==> src/two_div.sv <==
// restoring divider, one quotient bit per cycle
module two_div (
	input  logic clk,
	input  logic arst_n,
	input  logic start,
	input  logic [63:0] num,
	input  logic [63:0] den,
	output logic done,
	output logic [63:0] quo
);
	logic [63:0] rem_q, d_q, n_q;
	logic [6:0] cnt_q;
	logic [64:0] t;

	assign t = {rem_q, n_q[63]};

	always_ff @(posedge clk or negedge arst_n) begin
		if (!arst_n) begin
			cnt_q <= 7'd0;
			done <= 1'b0;
		end else begin
			done <= 1'b0;
			if (start) begin
				rem_q <= 64'd0;
				n_q <= num;
				d_q <= den;
				cnt_q <= 7'd64;
			end else if (cnt_q != 7'd0) begin
				if (t >= {1'b0, d_q}) begin
					rem_q <= 64'(t - {1'b0, d_q});
					n_q <= {n_q[62:0], 1'b1};
				end else begin
					rem_q <= t[63:0];
					n_q <= {n_q[62:0], 1'b0};
				end
				cnt_q <= cnt_q - 7'd1;
				if (cnt_q == 7'd1) done <= 1'b1;
			end
		end
	end
	assign quo = n_q;
endmodule

==> config.mk <==
export PLATFORM = sky130hd
export DESIGN_NAME = two_div
export DESIGN_NICKNAME = d
export VERILOG_FILES = /design/src/two_div.sv
export SDC_FILE = /design/constraint.sdc
export NUM_CORES = 1
export LEC_CHECK = 0
export BUFFER_PORTS_ARGS = -buffer_cell sky130_fd_sc_hd__buf_2
export CORE_MARGIN = 2
export CORE_UTILIZATION = 25
export CTS_CLUSTER_SIZE = 40
export DETAILED_ROUTE_END_ITERATION = 16
export GPL_ROUTABILITY_DRIVEN = 0
export SYNTH_ARGS = -nofsm -noshare
export SYNTH_HDL_FRONTEND = slang
export SYNTH_SLANG_ARGS = --single-unit
export TNS_END_PERCENT = 10
==> constraint.sdc <==
create_clock -name clk -period 10 [get_ports clk]
set_clock_uncertainty 0.1 [all_clocks]
set_input_delay 2.5 -clock clk [delete_from_list [all_inputs] [get_ports clk]]
set_output_delay 2.5 -clock clk [all_outputs]
set_load 0.1 [all_outputs]
## After elaboration in Yosys (flattened, before gate mapping)

Index checks and enable logic that the tools add are counted.

| storage, ports and cells | value |
|---|---|
| bits in registers | 200 |
| bits in latches | 0 |
| RAM bits | 0 |
| ROM bits | 0 |
| bits of input ports | 131 |
| output and inout bits | 65 |
| logic and storage cells | 23 |
| memories | 0 |

| operators by class | value |
|---|---|
| add/sub/neg operators | 2 |
| $mul | 0 |
| divide/modulo/power cells | 0 |
| $lt $le $gt $ge | 1 |
| equal/unequal tests | 1 |
| shift operators | 0 |
| multiplexer cells | 10 |
| bitwise operators | 0 |
| reductions and logical operators | 4 |

Operators with widths:

| cell | count |
|---|---|
| two-way mux 64 bit | 4 |
| greater-or-equal comparator 65 x 64 -> 1 bit | 1 |
| subtractor 64 bit | 1 |
| two-way mux 7 bit | 2 |
| equality test 7 x 1 -> 1 bit (second input constant) | 1 |
| nonzero test 7 bit | 1 |
| subtractor 7 x 1 -> 7 bit (second input constant) | 1 |
| two-way mux 1 bit | 4 |
| AND reduction 2 bit | 2 |
| nonzero test 2 bit | 1 |

## Depth between registers and ports, before layout

Gate-level depths: netlist (run 1).

| depth | value |
|---|---|
| depth after elaboration | 4 |
| gate-level depth with buffers | 15 |
| mapped depth without buffers | 13 |

## Worst setup path before layout (run 1)

No wires, ideal clock.

| timing path | value |
|---|---|
| path kind | input -> register |
| start | input port start |
| end | register n_q[0] (netlist: quo[0]), enable pin |
| library setup time | 0.585 ns |
| arrival time | 7.379 ns |
| required time | 9.315 ns |
| path slack | 1.936 ns |
| stages | 3 |
| buffers on the path | 1 |
| path through | inv_1 -> clkbuf_1 -> a21boi_0 |

| between the ends | value |
|---|---|
| word-level cells in the longest chain between the ends | 2 |

RTL lines:

| item | RTL line | RTL |
|---|---|---|
| from (decl) | 5 | `input logic start,` |
| nonzero test 2 bit (no source line) | - |  |
| AND reduction 2 bit (no source line) | - |  |
| to (signal assigned) | 25 | `n_q <= num;` |
| to (signal assigned) | 31 | `n_q <= {n_q[62:0], 1'b1};` |
| to (signal assigned) | 34 | `n_q <= {n_q[62:0], 1'b0};` |
| to (decl) | 11 | `logic [63:0] rem_q, d_q, n_q;` |

Every way passes these cells.
A chain may end at the register's enable or synchronous reset.

## Final worst setup path (run 1)

| timing path | value |
|---|---|
| start | input port start |
| end | register d_q[33], enable pin |

| between the ends | value |
|---|---|
| word-level cells in the longest chain between the ends | 1 |

RTL lines:

| item | RTL line | RTL |
|---|---|---|
| AND reduction 2 bit (no source line) | - |  |
| to (signal assigned) | 26 | `d_q <= den;` |
| to (decl) | 11 |  |

Every way passes these cells.

==> impl_metrics.toml, run 1 <==
[drt]
finalWirelength_mm = 34.29
drc = 0
drt_pre_antenna_iters = 6
initialDrtViolationCount = 681
ant_nets = 0
drt-vias-per-instance = 4.833
vias = 10105
wire_per_inst_um = 16.40

[die]
dieWidth_um = 229.9
core_mm2 = 0.05027
ioPinCount = 196
die_h_um = 229.9
dieArea_mm2 = 0.05286
start_util_pct = 25.38
placementRows = 82

[synthesis]
ys_seq_area_share_pct = 46.76
synth_cells = 1257
yosysTopAreaCellShare_pct = 45.19
synthTopCellsByArea = "edfxtp_1 (45%), ha_1 (6.6%), mux2_2 (5.6%)"
syn_area_mm2 = 0.01276
ys_types = 78
synth-edff-count = 192
synth_ff_type = "edfxtp_1"
yosys_warnings = 0
syn-mean-instance-area_um2 = 10.15
synth.most_common_cell = "edfxtp_1"
syn_nets = 1456
synthArstFlopShare_pct = 4.000
ys_top_cells_by_count = "edfxtp_1 (192), nand2_1 (142), nor2_1 (112)"
synth_top_area_cell = "edfxtp_1"
ys_ff_latch = 200

[timing]
finalMaxSlewViolations = 0
period_share_pct = 47.96
clock.fmax_mhz = 208.5
hold_viol_final = 0
min_period_ns = 4.796
worst_pin_slew_ns = 1.056
setup_viol = 0
rsz0062_at_grt = "no"
fin_ws_ns = 5.204
slew_headroom_pct = 29.58
fin_setup_tns_ns = 0

[worst_setup_path]
crit_buf_inv = 2
crit_top_cell = "buf_4"
path_delay_family = "buffers and inverters"
cp_data_arrival_time_ns = 4.80
max_stage_delay_ns = 0.87
cpMaxStageDelayCell = "and2_4"
end_kind = "flop"
crit_required_ns = 10.01
worstPathMaxFanout = 66
startpoint_type = "primary input"
critical_path_class = "primary input to flop"
crit_chain = "buf_4 -> buf_4 -> and2_4"

[power]
p_leak_nw = 6.020
clkPwrFrac_pct = 21.4
max-vdd-ir-drop_v = 0.0001254
p_per_area_mw_per_mm2 = 233.2
p_total_mw = 3.486
swShare_pct = 41.45
combPwrFrac_pct = 44.6
switching_power_mw = 1.445
seq_power_share_pct = 34.1
p_int_mw = 2.041

[clocking]
cts_sinks = 200
cts_max_level = 4
cts_buffers = 17
clkTransAtPathRegs_ns = 0.08
clock_latency_ns = 0.49
hold_buffers = 0
postCtsSetupBuffers = 0
cts_resized = 0
cts_tree = "built"
ctsLongestPathBuffers = 2
root_buffer = "clkbuf_16"

[layout]
drive_above_1_share_pct = 22.55
fin_area_mm2 = 0.01495
nNetsFinal = 1605
antennaDiodeCount = 0
syn_to_final_growth_pct = 17.16

[place]
place_ws_ns = 4.620
port_buffers = 195
place_area_mm2 = 0.01434
dpl.hpwl_mm = 24.71

[global_routing]
antenna_found_initial = 6
gr-usage-all-layers_pct = 13.12
grt_pass1_wl_mm = 54.62
overflow = 0
grt_pass1_vias = 10075
grt_max_degree = 100

[job]
maxCapViolCount = 0

[run_status]
status = "completed"

[hold_path]
hold_class = "flop to flop"
[final timing paths]
| kind | startpoint | endpoint | slack (ns) | depth (start not counted) |
|---|---|---|---|---|
| setup / recovery | start | d_q[33] | 5.20 | 3 |
| hold / removal | cnt_q[3] | cnt_q[3] | 0.47 | 2 |
| setup reg to reg | rem_q[3] | rem_q[37] | 5.58 | 12 |
| hold reg to reg | cnt_q[3] | cnt_q[3] | 0.47 | 2 |
| max in group asynchronous | arst_n | cnt_q[5] | 7.50 | 1 |
| min in group asynchronous | arst_n | cnt_q[1] | 1.91 | 1 |
[flip-flops by register name, indices dropped and copies added (netlist names)]
| name | count |
|---|---|
| quo | 64 |
| rem_q | 64 |
| done | 1 |
| cnt_q | 7 |
| d_q | 64 |
[cells in the final DEF, fill, tap and decap left out, types with 17 or more instances in the layout]
master	instances
o21ai_0	35
buf_2	194
xor2_1	22
nor2_1	112
xnor2_1	36
clkbuf_16	17
edfxtp_1	192
nand2_1	141
ha_1	67
a21oi_1	100
inv_1	82
a21o_1	26
mux2_2	64
a311oi_1	28
a211oi_1	33
nand4_1	26
[kinds of logic (layout without fill, tap and decap cells)]
family | Yosys count | count (layout) | share of synthesized area, %
AND/OR/NAND/NOR | 371 | 371 | 13.69
AO/OA/AOI/OAI | 338 | 338 | 17.94
flip-flops | 200 | 200 | 46.76
buffers and inverters | 154 | 316 | 4.903
adder cells (fa/ha/maj) | 68 | 68 | 6.727
multiplexers | 68 | 68 | 6.002
XOR/XNOR | 58 | 58 | 3.982
[worst min-delay path: stages (launching register included)]
cell	delay, ns
dfrtp_1	0.40
o31ai_1	0.07
a21oi_1	0.06
[routing by layer]
layer  GRT usage [%]  wire length (um)
met4           4.375               548
met5               0                63
met2           21.02             15980
met3           3.869              2133
met1           16.88             15560
[area by class of cell]
class	count	area (um2)
Inverter	83	311.5
Multi-Input combinational cell	903	6197
Timing Repair Buffer	201	1023
Clock inverter	13	166.4
Clock buffer	19	442.9
Fill cell	5305	35330
Sequential cell	200	5966
Tap cell	672	840.8
[power by group through the flow]
stage | combinational, mW | clock [mW] | sequential [mW]
2_1_floorplan | 1.05 | 0 | 1.37
3_3_place_gp | 1.53 | 0 | 1.20
3_5_place_dp | 1.55 | 0 | 1.20
4_1_cts | 1.55 | 0.775 | 1.19
5_1_grt | 1.71 | 0.801 | 1.20
6_report | 1.55 | 0.745 | 1.19
[per-stage QoR]
stage | util, % | instances | hold slack [ns]
3_3_place_gp | 28.52 | 2059 | 0.4506
3_5_place_dp | 28.52 | 2059 | 0.4580
4_1_cts | 29.73 | 2091 | 0.4740
5_1_grt | 29.73 | 2091 | 0.4909
2_1_floorplan | - | 1257 | 0.4264
6_report | 29.73 | 2091 | 0.4688
No activity file was read; power rests on OpenSTA's default activity.
==> run 2, diff against run 1 <==
- ABC_AREA: unset -> 1
- clock period: 10 -> 3.96 ns (I/O delays scaled with it)
==> impl_metrics.toml, run 2 <==
[synthesis]
ys_top_cells_by_count = "nand2_1 (915), inv_1 (467), edfxtp_1 (192)"
yosys_warnings = 0
syn_nets = 2510
syn-mean-instance-area_um2 = 6.837
synthArstFlopShare_pct = 4.000
yosysTopAreaCellShare_pct = 36.49
synthTopCellsByArea = "edfxtp_1 (36%), nand2_1 (22%), inv_1 (11%)"
ys_ff_latch = 200
synth.most_common_cell = "nand2_1"
ys_types = 41
synth_cells = 2311
synth_top_area_cell = "edfxtp_1"
synth-edff-count = 192
syn_area_mm2 = 0.01580
ys_seq_area_share_pct = 37.76
synth_ff_type = "edfxtp_1"

[worst_setup_path]
rrSetupSlack_ns = 0.99
reg2regPathDepth = 12
critical_path_class = "flop to flop"
timing.rr.end = "rem_q[49]"
cpMaxStageDelayCell = "ha_1"
startpoint_type = "flop"
crit_chain = "ha_1 -> nand2_1 -> nor2_1 -> nand2_1 -> nor2_2 -> and3_1 -> nand2_4 -> buf_4 -> nand3_1 -> nand2_1 -> inv_1 -> a21oi_1"
r2r-start = "rem_q[32]"
crit_required_ns = 4.11
crit_top_cell = "nand2_1"
worstPathMaxFanout = 36
end_kind = "flop"
path_delay_family = "simple AND/OR/NAND/NOR gates"
crit_buf_inv = 2
max_stage_delay_ns = 0.47
crit_start = "rem_q[32]"
cp_data_arrival_time_ns = 3.11

[die]
start_util_pct = 25.19
dieWidth_um = 255.4
ioPinCount = 196
placementRows = 92
die_h_um = 255.4
dieArea_mm2 = 0.06523
core_mm2 = 0.06274

[clocking]
cts_buffers = 17
hold_buffers = 0
root_buffer = "clkbuf_16"
cts_tree = "built"
cts_sinks = 200
clkTransAtPathRegs_ns = 0.08
cts_max_level = 4
ctsLongestPathBuffers = 2
postCtsSetupBuffers = 0
cts_resized = 0
clock_latency_ns = 0.50

[hold_path]
hold_class = "flop to flop"
whs_path_depth = 1
hold_end = "cnt_q[5]"
hold_path_startpoint = "cnt_q[5]"

[timing]
clock.fmax_mhz = 337.2
period_share_pct = 74.88
setup_viol = 0
finalMaxSlewViolations = 0
worst_hold_slack_ns = 0.3756
hold_viol_final = 0
min_period_ns = 2.965
fin_setup_tns_ns = 0
worst_pin_slew_ns = 0.6480
slew_headroom_pct = 56.80
rsz0062_at_grt = "no"

[power]
p_per_area_mw_per_mm2 = 491.9
max-vdd-ir-drop_v = 0.0003517
p_leak_nw = 9.940
switching_power_mw = 4.059
swShare_pct = 45.21
combPwrFrac_pct = 46.4
p_int_mw = 4.919
clkPwrFrac_pct = 21.0
seq_power_share_pct = 32.6

[layout]
final_common_cell = "nand2_1"
drive_above_1_share_pct = 14.58
nNetsFinal = 2682
syn_to_final_growth_pct = 15.51
final_cell_mix = "nand2_1 (915), inv_1 (465), buf_2 (193)"

[drt]
finalWirelength_mm = 47.15
drc = 0
ant_nets = 0
vias = 14220
drt-vias-per-instance = 4.254
initialDrtViolationCount = 1188
wire_per_inst_um = 14.10
drt_pre_antenna_iters = 6

[global_routing]
grt_max_degree = 66
gr-usage-all-layers_pct = 14.61
grt_util_met3_pct = 3.661
overflow = 0
grt_pass1_vias = 13627
grt_pass1_wl_mm = 74.80
use_met1_pct = 18.83
use_met2_pct = 23.68
grt_busiest_layer = "met2"
antenna_found_initial = 8

[place]
dpl.hpwl_mm = 37.15
port_buffers = 195

[run_status]
status = "completed"

[job]
maxCapViolCount = 0
==> run 2: changes by cell type in the layout (fill, tap and decap cells not counted), sizes merged, moves of 39 or more <==
cell	delta
nand3	+161
mux2	-65
inv	+398
a21oi	-39
nor2	+88
nand2	+803
==> run 2: area by class of cell <==
type	instances	area, um2
inverters	487	1829
flip-flops and latches	200	5966
repair buffers	209	1161
diodes	1	2.502
multi-input cells	1568	7615
clock inverters	14	190.2
clock buffers	18	429.2
well taps	846	1059
fillers	6990	44480
==> run 2: worst max-delay path by stage <==
| stage | end | depth (start not counted) | slack (ns) |
|---|---|---|---|
| after floorplan | quo[0] | 4 | 0.19 |
| after global placement | quo[1] | 7 | 1.02 |
| after detailed placement | rem_q[49] | 17 | 0.98 |
| after CTS | rem_q[49] | 17 | 0.96 |
| after global routing | rem_q[34] | 9 | 0.70 |
| final | rem_q[49] | 12 | 0.99 |
==> run 2: routing by layer <==
layer	routed length (um)	vias up
met5	85	-
met4	1147	14
met3	3391	68
met2	21330	429
met1	21190	6318
li1	-	7391
==> run 2: metrics by stage <==
step / instance area (um2) / util, % / std cells / setup slack (ns) / power [mW]
final: 18250 / 29.09 / 3343 / 0.9948 / 8.978
after global routing: 18250 / 29.09 / 3342 / 0.7018 / 9.682
after CTS: 18250 / 29.09 / 3342 / 0.9603 / 9.057
after detailed placement: 17630 / 28.10 / 3310 / 0.9840 / 7.118
after global placement: 17630 / 28.10 / 3310 / 1.020 / 7.103
after floorplan: 15800 / - / 2311 / 0.1887 / 6.164
==> run 2: worst reg2reg max path: stages, from the launching register on <==
cell,delay (ns)
edfxtp_1,0.43
ha_1,0.47
nand2_1,0.14
nor2_1,0.26
nand2_1,0.20
nor2_2,0.16
and3_1,0.21
nand2_4,0.08
buf_4,0.31
nand3_1,0.17
nand2_1,0.06
inv_1,0.07
a21oi_1,0.05
==> run 2: kinds of logic after synthesis <==
| group | share of synthesized area, % |
|---|---|
| XOR/XNOR | 1.774 |
| adder cells (fa/ha/maj) | 5.432 |
| flip-flops | 37.76 |
| AND/OR/NAND/NOR | 37.80 |
| AO/OA/AOI/OAI | 3.144 |
| buffers and inverters | 14.10 |
==> run 2: power groups by stage <==
stage                     logic (mW)  registers (mW)  clock network, mW
after floorplan                 2.78            3.39                  0
after global placement          4.13            2.97                  0
after detailed placement        4.15            2.96                  0
after CTS                       4.16            2.93               1.97
after global routing            4.69            2.97               2.03
final                           4.17            2.93               1.89
