### config.mk
export PLATFORM = sky130hd
export DESIGN_NAME = two_cordic
export DESIGN_NICKNAME = d
export VERILOG_FILES = /design/src/two_pkg.sv /design/src/two_cordic.sv
export SDC_FILE = /design/constraint.sdc
export NUM_CORES = 2
export LEC_CHECK = 0
export ABC_AREA = 1
export BUFFER_PORTS_ARGS = -buffer_cell sky130_fd_sc_hd__buf_2
export CORE_MARGIN = 2
export CORE_UTILIZATION = 45
export DETAILED_ROUTE_END_ITERATION = 8
export PLACE_DENSITY = 0.6
export SETUP_SLACK_MARGIN = 0.2
export SKIP_LAST_GASP = 1
export SLEW_MARGIN = 20
export SYNTH_ARGS = -nofsm -noshare
export SYNTH_HDL_FRONTEND = slang
export SYNTH_SLANG_ARGS = --single-unit
### constraint.sdc
create_clock -name clk -period 20.2 [get_ports clk]
set_clock_uncertainty 0.1 [all_clocks]
set_input_delay 6.06 -clock clk [delete_from_list [all_inputs] [get_ports clk]]
set_output_delay 6.06 -clock clk [all_outputs]
set_load 0.005 [all_outputs]
### src/two_pkg.sv
// shared types and constants for the odometry block
package two_pkg;
	localparam int CORDIC_STEPS = 30;
	localparam logic signed [63:0] Q30_ONE = 64'sd1073741824;
	localparam logic signed [63:0] CORDIC_K = 64'sd652032874;
	localparam logic signed [63:0] PI_Q40 = 64'sh3243F6A8886;
	localparam logic signed [63:0] TWO_PI_Q40 = 64'sh6487ED5110B;
	localparam logic signed [63:0] HALF_PI_Q40 = 64'sh1921FB54443;
	localparam logic signed [63:0] DEG_PER_RAD_Q24 = 64'sd961263669;
	localparam logic [60:0] MUL_LIMIT = 61'h1000000000000000;
	// 2^63 / 360 rounded, reciprocal for the travel scaling
	localparam logic signed [63:0] RECIP_360_Q63 = 64'sd25620477880152155;

	localparam logic [2:0] REG_CIRC = 3'd0;
	localparam logic [2:0] REG_LOFF = 3'd1;
	localparam logic [2:0] REG_ROFF = 3'd2;
	localparam logic [2:0] REG_BOFF = 3'd3;
	localparam logic [2:0] REG_SX = 3'd4;
	localparam logic [2:0] REG_SY = 3'd5;

	// signed mag-multiply request
	typedef struct packed {
		logic start;
		logic signed [63:0] a;
		logic signed [63:0] b;
		logic [5:0] sh;
	} mul_req_t;

	function automatic logic [31:0] atan_q30(input logic [4:0] i);
		case (i)
			5'd0: atan_q30 = 32'h3243F6A8;
			5'd1: atan_q30 = 32'h1DAC6705;
			5'd2: atan_q30 = 32'h0FADBAFC;
			5'd3: atan_q30 = 32'h07F56EA6;
			5'd4: atan_q30 = 32'h03FEAB76;
			5'd5: atan_q30 = 32'h01FFD55B;
			5'd6: atan_q30 = 32'h00FFFAAA;
			5'd7: atan_q30 = 32'h007FFF55;
			5'd8: atan_q30 = 32'h003FFFEA;
			5'd9: atan_q30 = 32'h001FFFFD;
			5'd10: atan_q30 = 32'h000FFFFF;
			5'd11: atan_q30 = 32'h0007FFFF;
			5'd12: atan_q30 = 32'h0003FFFF;
			5'd13: atan_q30 = 32'h0001FFFF;
			5'd14: atan_q30 = 32'h0000FFFF;
			5'd15: atan_q30 = 32'h00007FFF;
			5'd16: atan_q30 = 32'h3FFF;
			5'd17: atan_q30 = 32'h1FFF;
			5'd18: atan_q30 = 32'hFFF;
			5'd19: atan_q30 = 32'h7FF;
			5'd20: atan_q30 = 32'h3FF;
			5'd21: atan_q30 = 32'h1FF;
			5'd22: atan_q30 = 32'hFF;
			5'd23: atan_q30 = 32'h7F;
			5'd24: atan_q30 = 32'h3F;
			5'd25: atan_q30 = 32'h1F;
			5'd26: atan_q30 = 32'hF;
			5'd27: atan_q30 = 32'h7;
			5'd28: atan_q30 = 32'h3;
			5'd29: atan_q30 = 32'h1;
			default: atan_q30 = 32'h0;
		endcase
	endfunction
endpackage

### src/two_cordic.sv
// iterative cordic sine/cosine in q2.30 of an angle in radians q.25
module two_cordic import two_pkg::*; (
	input  logic clk,
	input  logic arst_n,
	input  logic start,
	input  logic signed [63:0] ang,
	output logic done,
	output logic signed [63:0] s,
	output logic signed [63:0] c
);
	logic signed [63:0] x_q, y_q, z_q;
	logic neg_q;
	logic [5:0] i_q;
	logic [1:0] ph_q;
	logic [2:0] red_q;
	logic signed [63:0] r_q;
	logic signed [63:0] r_in, r_sub;
	logic signed [63:0] ysh, xsh, at;

	// range reduce: angle below 2pi*2^6 in magnitude, lifted to positive,
	// then compare and subtract 2pi*2^k for k from 6 down to 0
	always_comb begin
		r_in = ang * 64'sd32768 + PI_Q40;
		r_sub = (r_q >= (TWO_PI_Q40 <<< red_q)) ? r_q - (TWO_PI_Q40 <<< red_q) : r_q;
		ysh = y_q >>> i_q;
		xsh = x_q >>> i_q;
		at = $signed({32'd0, atan_q30(i_q[4:0])});
	end

	always_ff @(posedge clk or negedge arst_n) begin
		if (!arst_n) begin
			ph_q <= 2'd0;
			done <= 1'b0;
		end else begin
			done <= 1'b0;
			if (start) begin
				r_q <= (r_in < 0) ? r_in + (TWO_PI_Q40 <<< 6) : r_in;
				red_q <= 3'd6;
				ph_q <= 2'd1;
			end else if (ph_q == 2'd1) begin
				// last step leaves r in [0,2pi), shift it to [-pi,pi)
				if (red_q == 3'd0) begin
					r_q <= r_sub - PI_Q40;
					ph_q <= 2'd2;
				end else begin
					r_q <= r_sub;
					red_q <= red_q - 3'd1;
				end
			end else if (ph_q == 2'd2) begin
				if (r_q > HALF_PI_Q40) begin
					z_q <= (r_q - PI_Q40 + 64'sd512) >>> 10;
					neg_q <= 1'b1;
				end else if (r_q < -HALF_PI_Q40) begin
					z_q <= (r_q + PI_Q40 + 64'sd512) >>> 10;
					neg_q <= 1'b1;
				end else begin
					z_q <= (r_q + 64'sd512) >>> 10;
					neg_q <= 1'b0;
				end
				x_q <= CORDIC_K;
				y_q <= 64'sd0;
				i_q <= 6'd0;
				ph_q <= 2'd3;
			end else if (ph_q == 2'd3) begin
				if (z_q >= 0) begin
					x_q <= x_q - ysh;
					y_q <= y_q + xsh;
					z_q <= z_q - at;
				end else begin
					x_q <= x_q + ysh;
					y_q <= y_q - xsh;
					z_q <= z_q + at;
				end
				if (i_q == 6'(CORDIC_STEPS - 1)) begin
					ph_q <= 2'd0;
					done <= 1'b1;
				end
				i_q <= i_q + 6'd1;
			end
		end
	end
	assign s = neg_q ? -y_q : y_q;
	assign c = neg_q ? -x_q : x_q;
endmodule

## After elaboration in Yosys (flattened, before gate mapping)

Memories as Yosys holds them, arrays and structs flattened. A register that Yosys moved wholly into a read port is not among the register bits.
Cells that the tools add are included.

| operators by class | value |
|---|---|
| add/sub/neg operators | 19 |
| multipliers | 0 |
| divide/modulo/power cells | 0 |
| order comparisons | 5 |
| equality and inequality tests | 5 |
| shifts and indexed selects | 3 |
| muxes and demuxes | 33 |
| bitwise operators | 2 |
| reductions and logical operators | 9 |

Operators with widths:

| cell | number |
|---|---|
| $mux 64 | 16 |
| $add 64x11->64 const B | 3 |
| $sub 64x64->64 | 3 |
| $add 64x43->64 const B | 2 |
| $add 64x64->64 | 2 |
| $neg 64->64 | 2 |
| $sshr 64x6->64 | 2 |
| $sub 64x43->64 const B | 2 |
| $add 64x33->64 | 1 |
| $add 64x50->64 const B | 1 |
| $ge 64x1->1 const B | 1 |
| $ge 64x64->1 | 1 |
| $gt 64x42->1 const B | 1 |
| $lt 64x1->1 const B | 1 |
| $lt 64x42->1 const B | 1 |
| $sshl 44x3->64 const A | 1 |
| $sub 64x33->64 | 1 |
| $mux 2 | 6 |
| $mux 5 | 2 |
| $reduce_and 4->1 | 2 |
| $reduce_bool 4->1 | 2 |
| $add 6x1->6 const B | 1 |
| $eq 6x5->1 const B | 1 |
| $mux 1 | 6 |
| 11 further kinds | 15 |

| word-level totals | value |
|---|---|
| flip-flop bits (word level) | 269 |
| latch bits | 0 |
| bits in writable memories | 0 |
| ROM bits | 960 |
| output and inout port bits | 129 |
| logic and storage cells | 86 |
| memories | 1 |

Memories:

| memory | words | bits a word | rd ports | clocked after memory_dff | write ports | RTL line | text |
|---|---|---|---|---|---|---|---|
| (name not given) | 32 | 30 | 1 | 1 | 0 | two_pkg.sv:30 | `case (i)` |

## Logic depth before layout (Yosys ltp)

| depth | value |
|---|---|
| depth in word-level cells | 7 |
| mapped depth | 42 |

## Least setup slack after synthesis

No wires, ideal clock.

| timing path | value |
|---|---|
| path kind | input -> register |
| start point | input start |
| end point | register, netlist name at[1] |
| library setup time | 0.137 ns |
| arrival time | 24.787 ns |
| slack | -4.823 ns |
| cell stages on the path | 11 |
| path buffers | 0 |
| cells stage by stage | nor2_1 > inv_1 > nor3_1 > o21ai_0 > inv_1 > ha_1 > nand2_1 > nand2_1 > a21oi_1 > a21oi_1 > a31oi_1 |

| between the ends | value |
|---|---|
| longest elaborated chain between the ends | 3 |

RTL lines:

| element | RTL line | text |
|---|---|---|
| start: declaration | two_cordic.sv:5 | `input logic start,` |
| $not 1->1 (no source line) | n/a |  |
| $reduce_and 4->1 (no source line) | n/a |  |
| $mux 5 (no source line) | n/a |  |

No other way between the ends.
A chain may end at the register's enable or synchronous reset.

## Worst setup path in the final report

| timing path | value |
|---|---|
| start point | register y_q[1] |
| end point | output s[62] |

| between the ends | value |
|---|---|
| longest elaborated chain between the ends | 2 |

RTL lines:

| element | RTL line | text |
|---|---|---|
| start: declaration | two_cordic.sv:11 | `logic signed [63:0] x_q, y_q, z_q;` |
| start signal: assignment | two_cordic.sv:67 | `y_q <= y_q + xsh;` |
| start signal: assignment | two_cordic.sv:71 | `y_q <= y_q - xsh;` |
| $neg 64->64 | two_cordic.sv:82 | `assign s = neg_q ? -y_q : y_q;` |
| $mux 64 | two_cordic.sv:82 |  |
| end: declaration | two_cordic.sv:8 | `output logic signed [63:0] s,` |

No other way between the ends.

==> impl_metrics.env <==
export IMPL_status="complete, no violations"
export IMPL_ctsResizeCount=0
export IMPL_dp_worst_setup_slack_ps=10080
export IMPL_maxCapViolations=0
export IMPL_clockPowerShare_pct=15.3
export IMPL_core_area_sq_um=124000
export IMPL_netlist_top_cells_area="nand2_1, edfxtp_1, inv_1, nor2_1, o21ai_0"
export IMPL_cp_slowest_cell="nor4_4"
export IMPL_htree_levels=2
export IMPL_num_rows=129
export IMPL_max_clock_freq_mhz=91.92
export IMPL_cp_arrival_ps=4720
export IMPL_register_area_sq_um=8663
export IMPL_synth_seq_area_share_pct=15.37
export IMPL_rsz0062_at_grt="false"
export IMPL_fillers=13730
export IMPL_io_pins=196
export IMPL_grt_max_degree=148
export IMPL_cts_root_buf="clkbuf_16"
export IMPL_relSlewSlack_pct=20.07
export IMPL_cts_setup_buffers=0
export IMPL_cts_buffers=44
export IMPL_crit_chain="inv_1 -> ha_1 -> nand4_1 -> nor3_1 -> nand4_1 -> nor2_1 -> nand4_1 -> nor2_1 -> nand3_1 -> nor4_4 -> a31oi_1 -> nor2_1 -> o21ai_0 -> a21oi_1 -> xor2_1 -> buf_2"
export IMPL_vias_per_cell=5.856
export IMPL_swShare_pct=56.89
export IMPL_hold_viol=0
export IMPL_synth_ff_type="edfxtp_1"
export IMPL_seq_power_share_pct=18.0
export IMPL_stdcell_area_sq_um=59700
export IMPL_use_met3_pct=5.033
export IMPL_required_ps=14040
export IMPL_place_inst=11460
export IMPL_grt_pass1_vias=61810
export IMPL_final_nets=10210
export IMPL_drtAntennaViolNets=0
export IMPL_end_kind="output pin"
export IMPL_dp_hpwl_microns=209100
export IMPL_port_buffers=180
export IMPL_setup_slack_ps=9321
export IMPL_start_util_pct=45.46
export IMPL_worstSetupPathType="reg -> out"
export IMPL_combPwrFrac_pct=66.8
export IMPL_wl_per_cell_microns=22.20
export IMPL_vias=67630
export IMPL_hold_buffers=0
export IMPL_synth_area_per_cell_sq_um=5.681
export IMPL_setup_tns_ps=0
export IMPL_ir_worst_vdd_uv=82.71
export IMPL_synth_edf_count=266
export IMPL_cp_buffers_inverters=2
export IMPL_syn_area_sq_um=56360
export IMPL_place_area_sq_um=58140
export IMPL_dieArea_sq_um=128100
export IMPL_grt_ovfl_total=0
export IMPL_synth_fp_nets=10260
export IMPL_critical_path_startpoint_type="flip-flop"
export IMPL_cpPeakStageDelay_ps=480
export IMPL_synthArstFlopShare_pct=1.003
export IMPL_use_met2_pct=63.76
export IMPL_cts_tree="built"
export IMPL_max_clock_path_buffers=3
export IMPL_switchingPower_w=0.003271
export IMPL_syn_inst=9920
export IMPL_dr_first_iter_drc_count=7830
export IMPL_multiInputGateArea_sq_um=40980
export IMPL_period_share_pct=53.85
export IMPL_cellPowerDensity_nw_per_um2=96.29
export IMPL_p_int_w=0.002478
export IMPL_drc=0
export IMPL_synth_top_area_cell="nand2_1"
export IMPL_yosysWarnings=0
export IMPL_grt_pass1_wl_microns=378000
export IMPL_gp_congestion=1.049
export IMPL_areaGrowthSynthToFinish_pct=5.939
export IMPL_synth_top_area_share_pct=17.08
export IMPL_ys_types=80
export IMPL_insertion_delay_ps=670
export IMPL_clock_sinks=299
export IMPL_crit_family="simple AND/OR/NAND/NOR gates"
export IMPL_finalMaxSlewViolations=0
export IMPL_finalSetupViolCount=0
export IMPL_leakagePower_nw=27.34
export IMPL_wirelength_microns=256400
export IMPL_die_h_microns=357.9
export IMPL_min_period_ps=10880
export IMPL_grt_use_met1_pct=48.52
export IMPL_firstDrtPassIters=8
export IMPL_clk_pin_slew_ps=60
export IMPL_busiest_layer="met2"
export IMPL_layout_drive_gt1_share_pct=5.944
export IMPL_tightest_slew_ps=1194
export IMPL_die_x_microns=357.9
export IMPL_hold_class="reg -> reg"
export IMPL_antenna_found_initial=4
export IMPL_grtUsageTotal_pct=38.43
export IMPL_final_cells=11550
export IMPL_ys_ff_latch=299
export IMPL_path_max_fanout=7
==> per-layer routing <==
layer / wire, microns / share of wire [%] / vias up
met4: 15480 / 6.0 / 2
met3: 20870 / 8.1 / 650
met2: 115800 / 45 / 3246
li1: - / - / 32740
met5: 13 / 0.0051 / -
met1: 104200 / 41 / 30990
==> worst reg2reg max path: cells and delay by family, from the launching register on <==
family,cells,cell delay [ps]
flip-flops,1,380
adder cells (fa/ha/maj),2,660
AND/OR/NAND/NOR,8,740
multiplexers,1,440
AO/OA/AOI/OAI,13,5060
buffers and inverters,4,1470
==> cells by family (layout without fill, tap and decap cells) <==
kind of cell	count (synthesis)	count (layout)	share of synthesized area (%)
simple gates	5004	5004	37.73
xor+xnor	387	387	6.014
compound gates	2200	2200	21.54
mux	70	70	1.243
other cells	0	2	0
buf+inv	1688	1677	12.01
fa+ha+maj	272	272	6.092
flops	299	299	15.37
==> worst paths after layout <==
kind | startpoint | endpoint | slack [ps] | cells after the start
max | y_q[1] | s[62] | 9320 | 16
max in group asynchronous | arst_n | done | 14690 | 1
min reg2reg | ph_q[0] | ph_q[0] | 490 | 2
min | ph_q[0] | ph_q[0] | 490 | 2
min in group asynchronous | arst_n | ph_q[1] | 5150 | 1
max reg2reg | i_q[0] | x_q[51] | 11130 | 28
==> layout by cell type (no fill, tap or decap), drive strengths merged, types with 21 or more instances in the layout <==
master	n
buf	234
a31oi	122
mux2i	70
edfxtp	266
nor4	81
clkbuf	61
inv	1352
dfxtp	30
nor2	1282
o21a	62
a21oi	744
ha	268
nand4	136
xnor2	75
o211ai	54
xor2	312
nor3	199
clkinv	22
nand2	2623
o21ai	1022
a21o	21
nand3b	24
or2	77
nand3	564
==> power groups by stage <==
stage | sequential, W | clock [W] | combinational, W
final | 0.00103 | 0.000877 | 0.00384
after global routing | 0.00103 | 0.000903 | 0.00421
after CTS | 0.00103 | 0.000890 | 0.00374
after detailed placement | 0.00104 | 0 | 0.00372
after global placement | 0.00104 | 0 | 0.00370
after floorplan | 0.000938 | 0 | 0.00264
==> final cells by class <==
class                           count  area share [%]
Tap cell                         1637           3.431
Timing Repair Buffer              234           2.230
Inverter                         1361           8.576
Clock inverter                     21          0.4170
Clock buffer                       61           2.186
Sequential cell                   299           14.51
Antenna cell                        2        0.008383
Multi-Input combinational cell   7933           68.64
==> sequential cells by signal (all words and copies together) (netlist names) <==
name,cells
r_q,64
x_q,64
y_q,64
z_q,64
at,30
i_q,6
red_q,3
ph_q,2
done,1
neg_q,1
==> metrics by stage <==
step,util (%),power [W],hold WS [ps]
5_1_grt,48.16,0.006152,513.0
3_5_place_dp,46.91,0.004760,476.5
3_3_place_gp,46.91,0.004735,434.1
6_report,48.16,0.005749,486.5
4_1_cts,48.16,0.005657,485.2
2_1_floorplan,-,0.003580,402.1
==> cells in the mapped netlist (all sizes together), types with 13 or more instances <==
cell	count
inv	1349
xor2	312
clkbuf	150
o21ai	1022
a21o	21
o21a	62
ha	268
o31ai	19
mux2i	70
a31oi	122
o22ai	18
xnor2	75
edfxtp	266
nand4	136
o21bai	16
o211ai	54
nand3	564
nor3	199
nand2	2623
dfxtp	30
nor4	81
a21oi	744
a211oi	14
buf	177
nand3b	24
o221ai	20
nor2	1282
o311ai	13
or2	77
a21boi	20
No activity file was read; power rests on OpenSTA's default activity.
